==> config.mk <==
export PLATFORM = sky130hd
export DESIGN_NAME = sensor_average_spike_filter_top
export DESIGN_NICKNAME = d
export VERILOG_FILES = /design/src/rtl/core/sasf_pkg.sv /design/src/rtl/core/sensor_average_spike_filter_top.sv /design/src/rtl/core/sasf_cell.sv /design/src/rtl/core/sasf_avg.sv /design/src/rtl/core/sasf_spike.sv
export SDC_FILE = /design/constraint.sdc
export NUM_CORES = 1
export LEC_CHECK = 0
export BUFFER_PORTS_ARGS = -buffer_cell sky130_fd_sc_hd__buf_2
export CAP_MARGIN = 5
export CORE_UTILIZATION = 45
export DETAILED_ROUTE_END_ITERATION = 10
export PLACE_DENSITY_LB_ADDON = 0.1
export SYNTH_ARGS = -nofsm -noshare
export SYNTH_HDL_FRONTEND = slang
export SYNTH_HIERARCHICAL = 1
export SYNTH_SLANG_ARGS = --single-unit
==> constraint.sdc <==
create_clock -name clk_i -period 5.85 [get_ports clk_i]
set_clock_uncertainty 0.05 [all_clocks]
set_input_delay 0.2925 -clock clk_i [delete_from_list [all_inputs] [get_ports clk_i]]
set_output_delay 0.2925 -clock clk_i [all_outputs]
set_load 0.01 [all_outputs]
==> src/rtl/core/sasf_pkg.sv <==
package sasf_pkg;

  localparam int unsigned SampleBits = 12;
  localparam int unsigned ThreshBits = 12;
  localparam int unsigned CountBits  = 8;
  localparam int unsigned CfgIdxBits = 1;
  localparam int unsigned CfgDataBits = 12;

  localparam logic [CfgIdxBits-1:0] CfgIdxThreshold = 1'b0;
  localparam logic [CfgIdxBits-1:0] CfgIdxConfirm   = 1'b1;

  localparam logic [ThreshBits-1:0] ThresholdReset = 12'd32;
  localparam logic [CountBits-1:0]  ConfirmReset   = 8'd3;

  typedef logic [SampleBits-1:0] sample_t;

  // Control broadcast along the sample chain.
  typedef struct packed {
    logic shift;
    logic prime;
  } sasf_ctl_t;

  // Smoothed value handed from the averaging stage to the spike filter.
  typedef struct packed {
    logic    valid;
    sample_t value;
  } sasf_smooth_t;

endpackage

==> src/rtl/core/sensor_average_spike_filter_top.sv <==
// Sensor average and spike filter.
// Input channel: in_valid_i/in_ready_o carry one item, a raw sample and a
// restart flag that makes this sample fill the whole averaging window.
// Output channel: out_valid_o/out_ready_i carry one item per input item, the
// spike-filtered reading and the rounded moving average.
// Configuration: cfg_we_i writes the spike threshold (index 0) or the
// confirmation count (index 1) from cfg_wdata_i; write only while idle.
// From the accepting edge to out_valid_o an item passes through three register
// stages: the sample chain and running total, the reciprocal multiply, and
// the spike filter with its output register.
// Throughput is one item per cycle while the receiver does not stall; the
// running total and the spike filter state are each updated once per item.
// Reset clears the pipeline, the averaging and filter state and loads the
// register defaults (threshold 32, confirmation count 3).
// When the receiver stalls, the whole pipeline holds and in_ready_o drops
// in the same cycle; nothing is lost or repeated.
module sensor_average_spike_filter_top
  import sasf_pkg::*;
#(
  parameter int unsigned WINDOW = 8
) (
  input  logic                   clk_i,
  input  logic                   rst_ni,
  input  logic                   in_valid_i,
  output logic                   in_ready_o,
  input  logic [SampleBits-1:0]  sample_i,
  input  logic                   restart_average_i,
  output logic                   out_valid_o,
  input  logic                   out_ready_i,
  output logic [SampleBits-1:0]  filtered_reading_o,
  output logic [SampleBits-1:0]  smoothed_reading_o,
  input  logic                   cfg_we_i,
  input  logic [CfgIdxBits-1:0]  cfg_idx_i,
  input  logic [CfgDataBits-1:0] cfg_wdata_i
);

  logic                  en;
  logic                  accept;
  sasf_smooth_t          smooth;
  logic [ThreshBits-1:0] thresh_q;
  logic [CountBits-1:0]  confirm_q;

  assign en         = !out_valid_o || out_ready_i;
  assign in_ready_o = en;
  assign accept     = in_valid_i && en;

  always_ff @(posedge clk_i or negedge rst_ni) begin
    if (!rst_ni) begin
      thresh_q  <= ThresholdReset;
      confirm_q <= ConfirmReset;
    end else if (cfg_we_i) begin
      case (cfg_idx_i)
        CfgIdxThreshold: thresh_q  <= cfg_wdata_i[ThreshBits-1:0];
        CfgIdxConfirm:   confirm_q <= cfg_wdata_i[CountBits-1:0];
        default: ;
      endcase
    end
  end

  sasf_avg #(
    .WINDOW(WINDOW)
  ) u_avg (
    .clk_i    (clk_i),
    .rst_ni   (rst_ni),
    .en_i     (en),
    .accept_i (accept),
    .sample_i (sample_i),
    .restart_i(restart_average_i),
    .smooth_o (smooth)
  );

  sasf_spike u_spike (
    .clk_i      (clk_i),
    .rst_ni     (rst_ni),
    .en_i       (en),
    .smooth_i   (smooth),
    .threshold_i(thresh_q),
    .confirm_i  (confirm_q),
    .valid_o    (out_valid_o),
    .filtered_o (filtered_reading_o),
    .smoothed_o (smoothed_reading_o)
  );

endmodule

==> src/rtl/core/sasf_cell.sv <==
module sasf_cell
  import sasf_pkg::*;
(
  input  logic      clk_i,
  input  sasf_ctl_t ctl_i,
  input  sample_t   prime_data_i,
  input  sample_t   shift_data_i,
  output sample_t   data_o
);

  sample_t data_q;

  always_ff @(posedge clk_i) begin
    if (ctl_i.shift) begin
      data_q <= ctl_i.prime ? prime_data_i : shift_data_i;
    end
  end

  assign data_o = data_q;

endmodule

==> src/rtl/core/sasf_avg.sv <==
module sasf_avg
  import sasf_pkg::*;
#(
  parameter int unsigned WINDOW = 8
) (
  input  logic         clk_i,
  input  logic         rst_ni,
  input  logic         en_i,
  input  logic         accept_i,
  input  sample_t      sample_i,
  input  logic         restart_i,
  output sasf_smooth_t smooth_o
);

  localparam int unsigned MaxSample = (1 << SampleBits) - 1;
  localparam int unsigned TotBits   = $clog2(WINDOW * MaxSample + 1);
  localparam int unsigned Half      = WINDOW / 2;
  localparam int unsigned NumBits   = $clog2(WINDOW * MaxSample + Half + 1);
  localparam int unsigned LogW      = $clog2(WINDOW);
  localparam int unsigned ShiftK    = NumBits + LogW;
  localparam int unsigned MultBits  = NumBits + 1;
  localparam int unsigned ProdBits  = NumBits + MultBits;
  localparam longint unsigned MultL =
    ((longint'(1) << ShiftK) + longint'(WINDOW) - 1) / longint'(WINDOW);
  localparam logic [MultBits-1:0] Mult = MultBits'(MultL);

  sasf_ctl_t ctl;
  sample_t   cell_q [WINDOW];
  logic      primed_q, primed_d;
  logic [TotBits-1:0]  total_q, total_d;
  logic                s1_valid_q;
  logic [ProdBits-1:0] prod_q;
  logic                s2_valid_q;

  assign ctl.shift = accept_i;
  assign ctl.prime = !primed_q || restart_i;

  for (genvar i = 0; i < WINDOW; i++) begin : g_cell
    sasf_cell u_cell (
      .clk_i       (clk_i),
      .ctl_i       (ctl),
      .prime_data_i(sample_i),
      .shift_data_i((i == 0) ? sample_i : cell_q[(i == 0) ? 0 : i - 1]),
      .data_o      (cell_q[i])
    );
  end

  always_comb begin
    primed_d = primed_q;
    total_d  = total_q;
    if (accept_i) begin
      primed_d = 1'b1;
      if (ctl.prime) begin
        total_d = TotBits'(sample_i) * TotBits'(WINDOW);
      end else begin
        total_d = total_q - TotBits'(cell_q[WINDOW-1]) + TotBits'(sample_i);
      end
    end
  end

  always_ff @(posedge clk_i or negedge rst_ni) begin
    if (!rst_ni) begin
      primed_q   <= 1'b0;
      total_q    <= '0;
      s1_valid_q <= 1'b0;
      s2_valid_q <= 1'b0;
    end else begin
      primed_q <= primed_d;
      total_q  <= total_d;
      if (en_i) begin
        s1_valid_q <= accept_i;
        s2_valid_q <= s1_valid_q;
      end
    end
  end

  // Rounded division by the window as an exact reciprocal multiply.
  always_ff @(posedge clk_i) begin
    if (en_i) begin
      prod_q <= ProdBits'(NumBits'(total_q) + NumBits'(Half)) * ProdBits'(Mult);
    end
  end

  assign smooth_o.valid = s2_valid_q;
  assign smooth_o.value = prod_q[ShiftK +: SampleBits];

endmodule

==> src/rtl/core/sasf_spike.sv <==
module sasf_spike
  import sasf_pkg::*;
(
  input  logic                  clk_i,
  input  logic                  rst_ni,
  input  logic                  en_i,
  input  sasf_smooth_t          smooth_i,
  input  logic [ThreshBits-1:0] threshold_i,
  input  logic [CountBits-1:0]  confirm_i,
  output logic                  valid_o,
  output sample_t               filtered_o,
  output sample_t               smoothed_o
);

  logic                 started_q, started_d;
  sample_t              stable_q, stable_d;
  sample_t              pend_q, pend_d;
  logic [CountBits-1:0] cnt_q, cnt_d;
  logic [CountBits-1:0] cnt_inc;
  logic                 valid_q;
  sample_t              filt_q, smooth_q;
  sample_t              v;
  logic                 near_stable, near_pend;

  function automatic sample_t abs_diff(sample_t a, sample_t b);
    return (a >= b) ? (a - b) : (b - a);
  endfunction

  assign v           = smooth_i.value;
  assign near_stable = abs_diff(v, stable_q) <= threshold_i;
  assign near_pend   = abs_diff(v, pend_q) <= threshold_i;
  assign cnt_inc     = (cnt_q != '1) ? cnt_q + 1'b1 : cnt_q;

  always_comb begin
    started_d = started_q;
    stable_d  = stable_q;
    pend_d    = pend_q;
    cnt_d     = cnt_q;
    if (!started_q) begin
      started_d = 1'b1;
      stable_d  = v;
      pend_d    = v;
      cnt_d     = '0;
    end else if (near_stable) begin
      stable_d = v;
      cnt_d    = '0;
    end else if (cnt_q == '0 || !near_pend) begin
      pend_d = v;
      cnt_d  = CountBits'(1);
    end else if (cnt_inc >= confirm_i) begin
      stable_d = v;
      cnt_d    = '0;
    end else begin
      cnt_d = cnt_inc;
    end
  end

  always_ff @(posedge clk_i or negedge rst_ni) begin
    if (!rst_ni) begin
      started_q <= 1'b0;
      stable_q  <= '0;
      pend_q    <= '0;
      cnt_q     <= '0;
      valid_q   <= 1'b0;
    end else if (en_i) begin
      valid_q <= smooth_i.valid;
      if (smooth_i.valid) begin
        started_q <= started_d;
        stable_q  <= stable_d;
        pend_q    <= pend_d;
        cnt_q     <= cnt_d;
      end
    end
  end

  always_ff @(posedge clk_i) begin
    if (en_i && smooth_i.valid) begin
      filt_q   <= stable_d;
      smooth_q <= v;
    end
  end

  assign valid_o    = valid_q;
  assign filtered_o = filt_q;
  assign smoothed_o = smooth_q;

endmodule

[After elaboration in Yosys (flattened, before gate mapping)]
Cells that the tools add are included.
Operators by class
  reductions and logical operators: 13
  $lt $le $gt $ge: 5
  eq/ne operators: 3
  bitwise operators: 1
  add/sub/neg operators: 8
  muxes and demuxes: 22
Operators by type and width (number)
  $mux 12: 16
  $sub 12x12->12: 4
  $mux 8: 5
  $ge 12x12->1: 2
  $le 12x12->1: 2
  $add 15x12->15: 1
  $add 15x3->15 const B: 1
  $mux 15: 1
  $sub 15x12->15: 1
  $add 8x1->8 const B: 1
  $ge 8x8->1: 1
  $logic_not 8->1: 1
  $ne 8x8->1 const B: 1
  $reduce_and 2->1: 3
  $ne 2x2->1 const B: 2
  $reduce_and 4->1: 1
  $logic_not 1->1: 3
  $logic_or 1x1->1: 3
  $logic_and 1x1->1: 2
  $not 1->1: 1
Word-level totals
  output and inout port bits: 26
  logic and storage cells: 74
  input bits: 31
  bits in registers: 207

[Longest topological paths before layout]
  word-level depth: 8
  gate-level depth with buffers: 23
  gate-level depth less buffers: 19

[Modules after synthesis]
Netlist, hierarchy kept.
Modules (own cells, without submodules)
  sasf_spike: area an instance 5277.6 um2, seq. area each 1571.5 um2, cells an instance 565, times used 1
  sasf_cell: area an instance 544.3 um2, seq. area each 360.3 um2, cells an instance 25, times used 8
  sasf_avg: area an instance 2439.8 um2, seq. area each 810.8 um2, cells an instance 272, times used 1
  sensor_average_spike_filter_top: area an instance 819.5 um2, seq. area each 504.2 um2, cells an instance 45, times used 1

[Worst setup path after synthesis]
Ideal clock, no wire load.
  path kind: reg2reg
  from: register u_spike.valid_q (netlist: u_spike/valid_o)
  to: register u_avg.total_q[14]
  period minus slack after synthesis: 4579 ps
  library setup time: 135 ps
  slack: 1271 ps
  stages on the path, launching flop included: 6
  required time: 5665 ps
  arrival time: 4393 ps
  buffers on the path: 0
  cells stage by stage: dfrtp_1 -> nand2b_1 -> and2_1 -> nand2_1 -> o22ai_1 -> a211oi_1
On the way
  cells in the longest elaborated chain, start to end: 3
Ends and longest elaborated chain
  start: declaration: RTL line sasf_spike.sv:20  | logic valid_q;
  start signal: assignment: RTL line sasf_spike.sv:66  | valid_q <= smooth_i.valid;
  $logic_not 1->1: RTL line sensor_average_spike_filter_top.sv:43  | assign en = !out_valid_o || out_ready_i;
  $logic_or 1x1->1: RTL line sensor_average_spike_filter_top.sv:43
  via in_ready_o: RTL line sensor_average_spike_filter_top.sv:25  | output logic in_ready_o,
  $logic_and 1x1->1: RTL line sensor_average_spike_filter_top.sv:45  | assign accept = in_valid_i && en;
  via accept: RTL line sensor_average_spike_filter_top.sv:38  | logic accept;
  end signal: assignment: RTL line sasf_avg.sv:69  | total_q <= total_d;
  end: declaration: RTL line sasf_avg.sv:30  | logic [TotBits-1:0] total_q, total_d;
The timed path passes the listed nets, and every way through them passes these cells.
A chain may end at the register's enable or synchronous reset.

[Worst setup path in the final report]
  from: register u_avg.prod_q[24]
  to: register u_spike.stable_q[11]
On the way
  cells in the longest elaborated chain, start to end: 8
  elaborated cells between the ends (all ways): 15
  those cells by class: 4 x add/sub; 4 x order compare; 5 x mux; 2 x reduce/logical
Ends and longest elaborated chain
  start: declaration: RTL line sasf_avg.sv:32  | logic [ProdBits-1:0] prod_q;
  start signal: assignment: RTL line sasf_avg.sv:80  | prod_q <= ProdBits'(NumBits'(total_q) + NumBits'(Half)) * ProdBits'(Mult);
  $sub 12x12->12 or $ge 12x12->1 (tied branches): RTL line sasf_spike.sv:26  | return (a >= b) ? (a - b) : (b - a);
  $mux 12: RTL line sasf_spike.sv:26
  $le 12x12->1: RTL line sasf_spike.sv:31  | assign near_pend = abs_diff(v, pend_q) <= threshold_i;
  $logic_not 1->1: RTL line sasf_spike.sv:47  | end else if (cnt_q == '0 || !near_pend) begin
  $logic_or 1x1->1: RTL line sasf_spike.sv:47
  $mux 12: RTL line sasf_spike.sv:47
  $mux 12 (*): RTL line sasf_spike.sv:44  | end else if (near_stable) begin
  $mux 12 (*): RTL line sasf_spike.sv:39  | if (!started_q) begin
  end signal: assignment: RTL line sasf_spike.sv:69  | stable_q <= stable_d;
  end: declaration: RTL line sasf_spike.sv:16  | sample_t stable_q, stable_d;
Mark *: on every way between the ends. The rest lies on a longest branch, timed or not.

==> impl_metrics.yaml <==
grt:
  track_usage: 0.187
  grt_pass1_wl_mm: 43.6
  grt_max_degree: 73
  grt_pass1_vias: 8192
  antenna_found_initial: 0
  grt-ovfl-total: 0
worst_setup_path:
  crit_required_ns: 6.21
  max_stage_delay_ns: 0.60
  worst-setup-path-type: "flip-flop to flip-flop"
  cp_num_cells: 16
  critPathMaxFanout: 17
  reg2reg_depth: 16
  crit_arrival_ns: 5.53
  crit_chain: "inv_1, ha_1, and4_1, a32o_1, a21oi_1, o21a_1, mux2i_1, xor2_1, ha_1, a21o_1, a21o_1, a21oi_1, o221ai_1, o211ai_4, and2_4, mux2_2"
  path_delay_family: "compound AO/OA/AOI/OAI gates"
  rrSetupSlack_ns: 0.68
  cp-start-kind: "flip-flop"
  worst_setup_path_end_kind: "flip-flop"
  slowest_stage: "o21a_1"
  cp_num_buf_inv: 1
die:
  num_rows: 61
  initial_core_util: 0.460
  io_pins: 57
  fp.dieW_um: 171
  dieArea_um2: 29300
  chipHeight_um: 171
  core_area_um2: 28000
yosys:
  yosysSeqAreaShare: 0.448
  ys_warn_count: 6
  syn_area_um2: 12900
  yosysTopAreaCell: "edfxtp_1"
  netlist_instances: 1082
  synth.distinct_cells: 80
  synth_area_leaders: "edfxtp_1 (31%), dfrtp_1 (13%), mux2_4 (10%)"
  synth_nets: 1226
  ys_ff_latch: 204
  synth_edf_count: 132
  synth-async-reset-ratio: 0.353
  synth_flop_cell: "edfxtp_1"
  syn_avg_cell_area_um2: 11.9
  yosysTopAreaCellShare: 0.307
timing:
  post-route-period-util: 0.884
  rsz0062_at_grt: "false"
  setup_tns_ns: 0
  setup_viol: 0
  fin_crit_ns: 5.17
  hold_viol: 0
  max_freq_mhz: 193
  maxSlewHeadroom: 0.345
  final_max_slew_viol_count: 0
  worstMarginPinSlew_ns: 0.982
clock_network:
  clock-sinks: 204
  numCtsBuffers: 24
  cts_setup_buffers: 0
  cts_tree: "yes"
  clock_latency_ns: 0.54
  htreeDepth: 1
  clock_path_buffers: 3
  cts-root-buf: "clkbuf_16"
  cts_hold_buf: 13
  post_cts_resized: 0
  cts.clk_slew.worst_paths_ns: 0.06
min_path:
  hold_class: "input port to flip-flop"
  hold_path_depth: 3
placement:
  gp_congestion: 0.826
  numPortBuffers: 56
  dpl.hpwl_mm: 18.6
detailed_routing:
  drt_first_iter_violations: 512
  wire_per_inst_um: 17.0
  postRouteAntennaNets: 0
  dr_total_vias: 8145
  drtPass1Iterations: 5
  drt-vias-per-instance: 5.28
  wirelength_mm: 26.3
  remaining_drc_errors: 0
final_layout:
  layout_commonest_cell: "edfxtp_1"
  syn2layout_area_growth_pct: 11.7
  final_nets: 1291
  layout-drive-gt1-share: 0.221
  antennaDiodeCount: 0
  seq_area_um2: 5770
  multi_input_area_um2: 6370
  nFillCells: 2537
  mostFrequentLayoutCells: "edfxtp_1 (132), inv_1 (120), ha_1 (97)"
job:
  maxCapViolCount: 0
status:
  status: "complete, no violations"
cell type report:
cell class                      count  share of cell area
Clock inverter                     10             0.00852
Inverter                          126              0.0342
Timing Repair Buffer               80              0.0344
Sequential cell                   204               0.401
Tap cell                          378              0.0328
Multi-Input combinational cell    711               0.442
Clock buffer                       34              0.0471
per-layer routing:
| metal | track usage | vias up | share of wire |
|---|---|---|---|
| li1 | - | 4027 | - |
| met1 | 0.248 | 3940 | 0.46 |
| met2 | 0.320 | 135 | 0.49 |
| met3 | 0.0216 | 43 | 0.025 |
| met4 | 0.0594 | 0 | 0.027 |
| met5 | 0 | - | 0 |
cell families (layout without fill, tap and decap cells):
logic type                 Yosys count  after routing  synth area share
xor gates and xnor gates            42             42            0.0285
and+or+nand+nor                    178            178            0.0691
adders and majority gates          113            113             0.119
buffers and inverters              167            250            0.0587
DFF                                204            204             0.448
AOI/OAI and AO/OA                  218            218             0.115
muxes                              160            160             0.162
sequential cells by signal (all words and copies together) (netlist names):
register	flops
confirm_q	8
thresh_q	12
u_avg/g_cell.u_cell/data_o	96
u_avg/primed_q	1
u_avg/prod_q	12
u_avg/s1_valid_q	1
u_avg/s2_valid_q	1
u_avg/total_q	15
u_spike/cnt_q	8
u_spike/filtered_o	12
u_spike/pend_q	12
u_spike/smoothed_o	12
u_spike/stable_q	12
u_spike/started_q	1
u_spike/valid_o	1
synth_stat cells, drive strengths merged, types with 5 or more instances:
master  number
nand3       23
and3         6
a21oi       57
nor2        28
a211oi       5
ha          97
o21bai       7
a31o         6
a31oi        6
xnor2       28
o21a        13
inv        124
nor3        19
mux2       123
nand4       14
nor2b       11
o211ai       7
xor2        14
buf         24
o21ai       52
fa          16
mux2i       37
clkbuf      17
and2        11
a21o        23
edfxtp     132
nand2       54
dfrtp       69
stage by stage:
step	instances	cell area, µm²	hold slack, ns	setup slack [ns]	utilization
5_1_grt	1543	14400	0.0804	0.349	0.514
3_3_place_gp	1486	13500	0.393	0.626	0.481
4_1_cts	1543	14400	0.0550	0.649	0.514
3_5_place_dp	1486	13500	0.397	0.694	0.481
6_report	1543	14400	0.0789	0.676	0.514
2_1_floorplan	1082	12900	-0.0531	1.27	-
worst paths after layout:
kind	from	to
worst max-delay path	u_avg/prod_q[24]	u_spike/stable_q[11]
worst min-delay path	sample_i[2]	u_avg/total_q[5]
worst max register to register	u_avg/prod_q[24]	u_spike/stable_q[11]
worst min register to register	u_avg/primed_q	u_avg/primed_q
max in group asynchronous	rst_ni	u_spike/pend_q[8]
min in group asynchronous	rst_ni	thresh_q[2]
worst reg2reg max path, delay by kind of cell, from the launching register on:
kind,cells,cell delay (ns)
AO/OA/AOI/OAI,8,2.01
XOR/XNOR,1,0.32
adder cells (fa/ha/maj),2,0.72
buffers and inverters,1,0.20
flip-flops,1,0.45
multiplexers,2,0.66
AND/OR/NAND/NOR,2,0.64
Power is left out: the tool's default activity adds up to more than one toggle a clock period on the data nets, which glitch-free logic cannot reach.
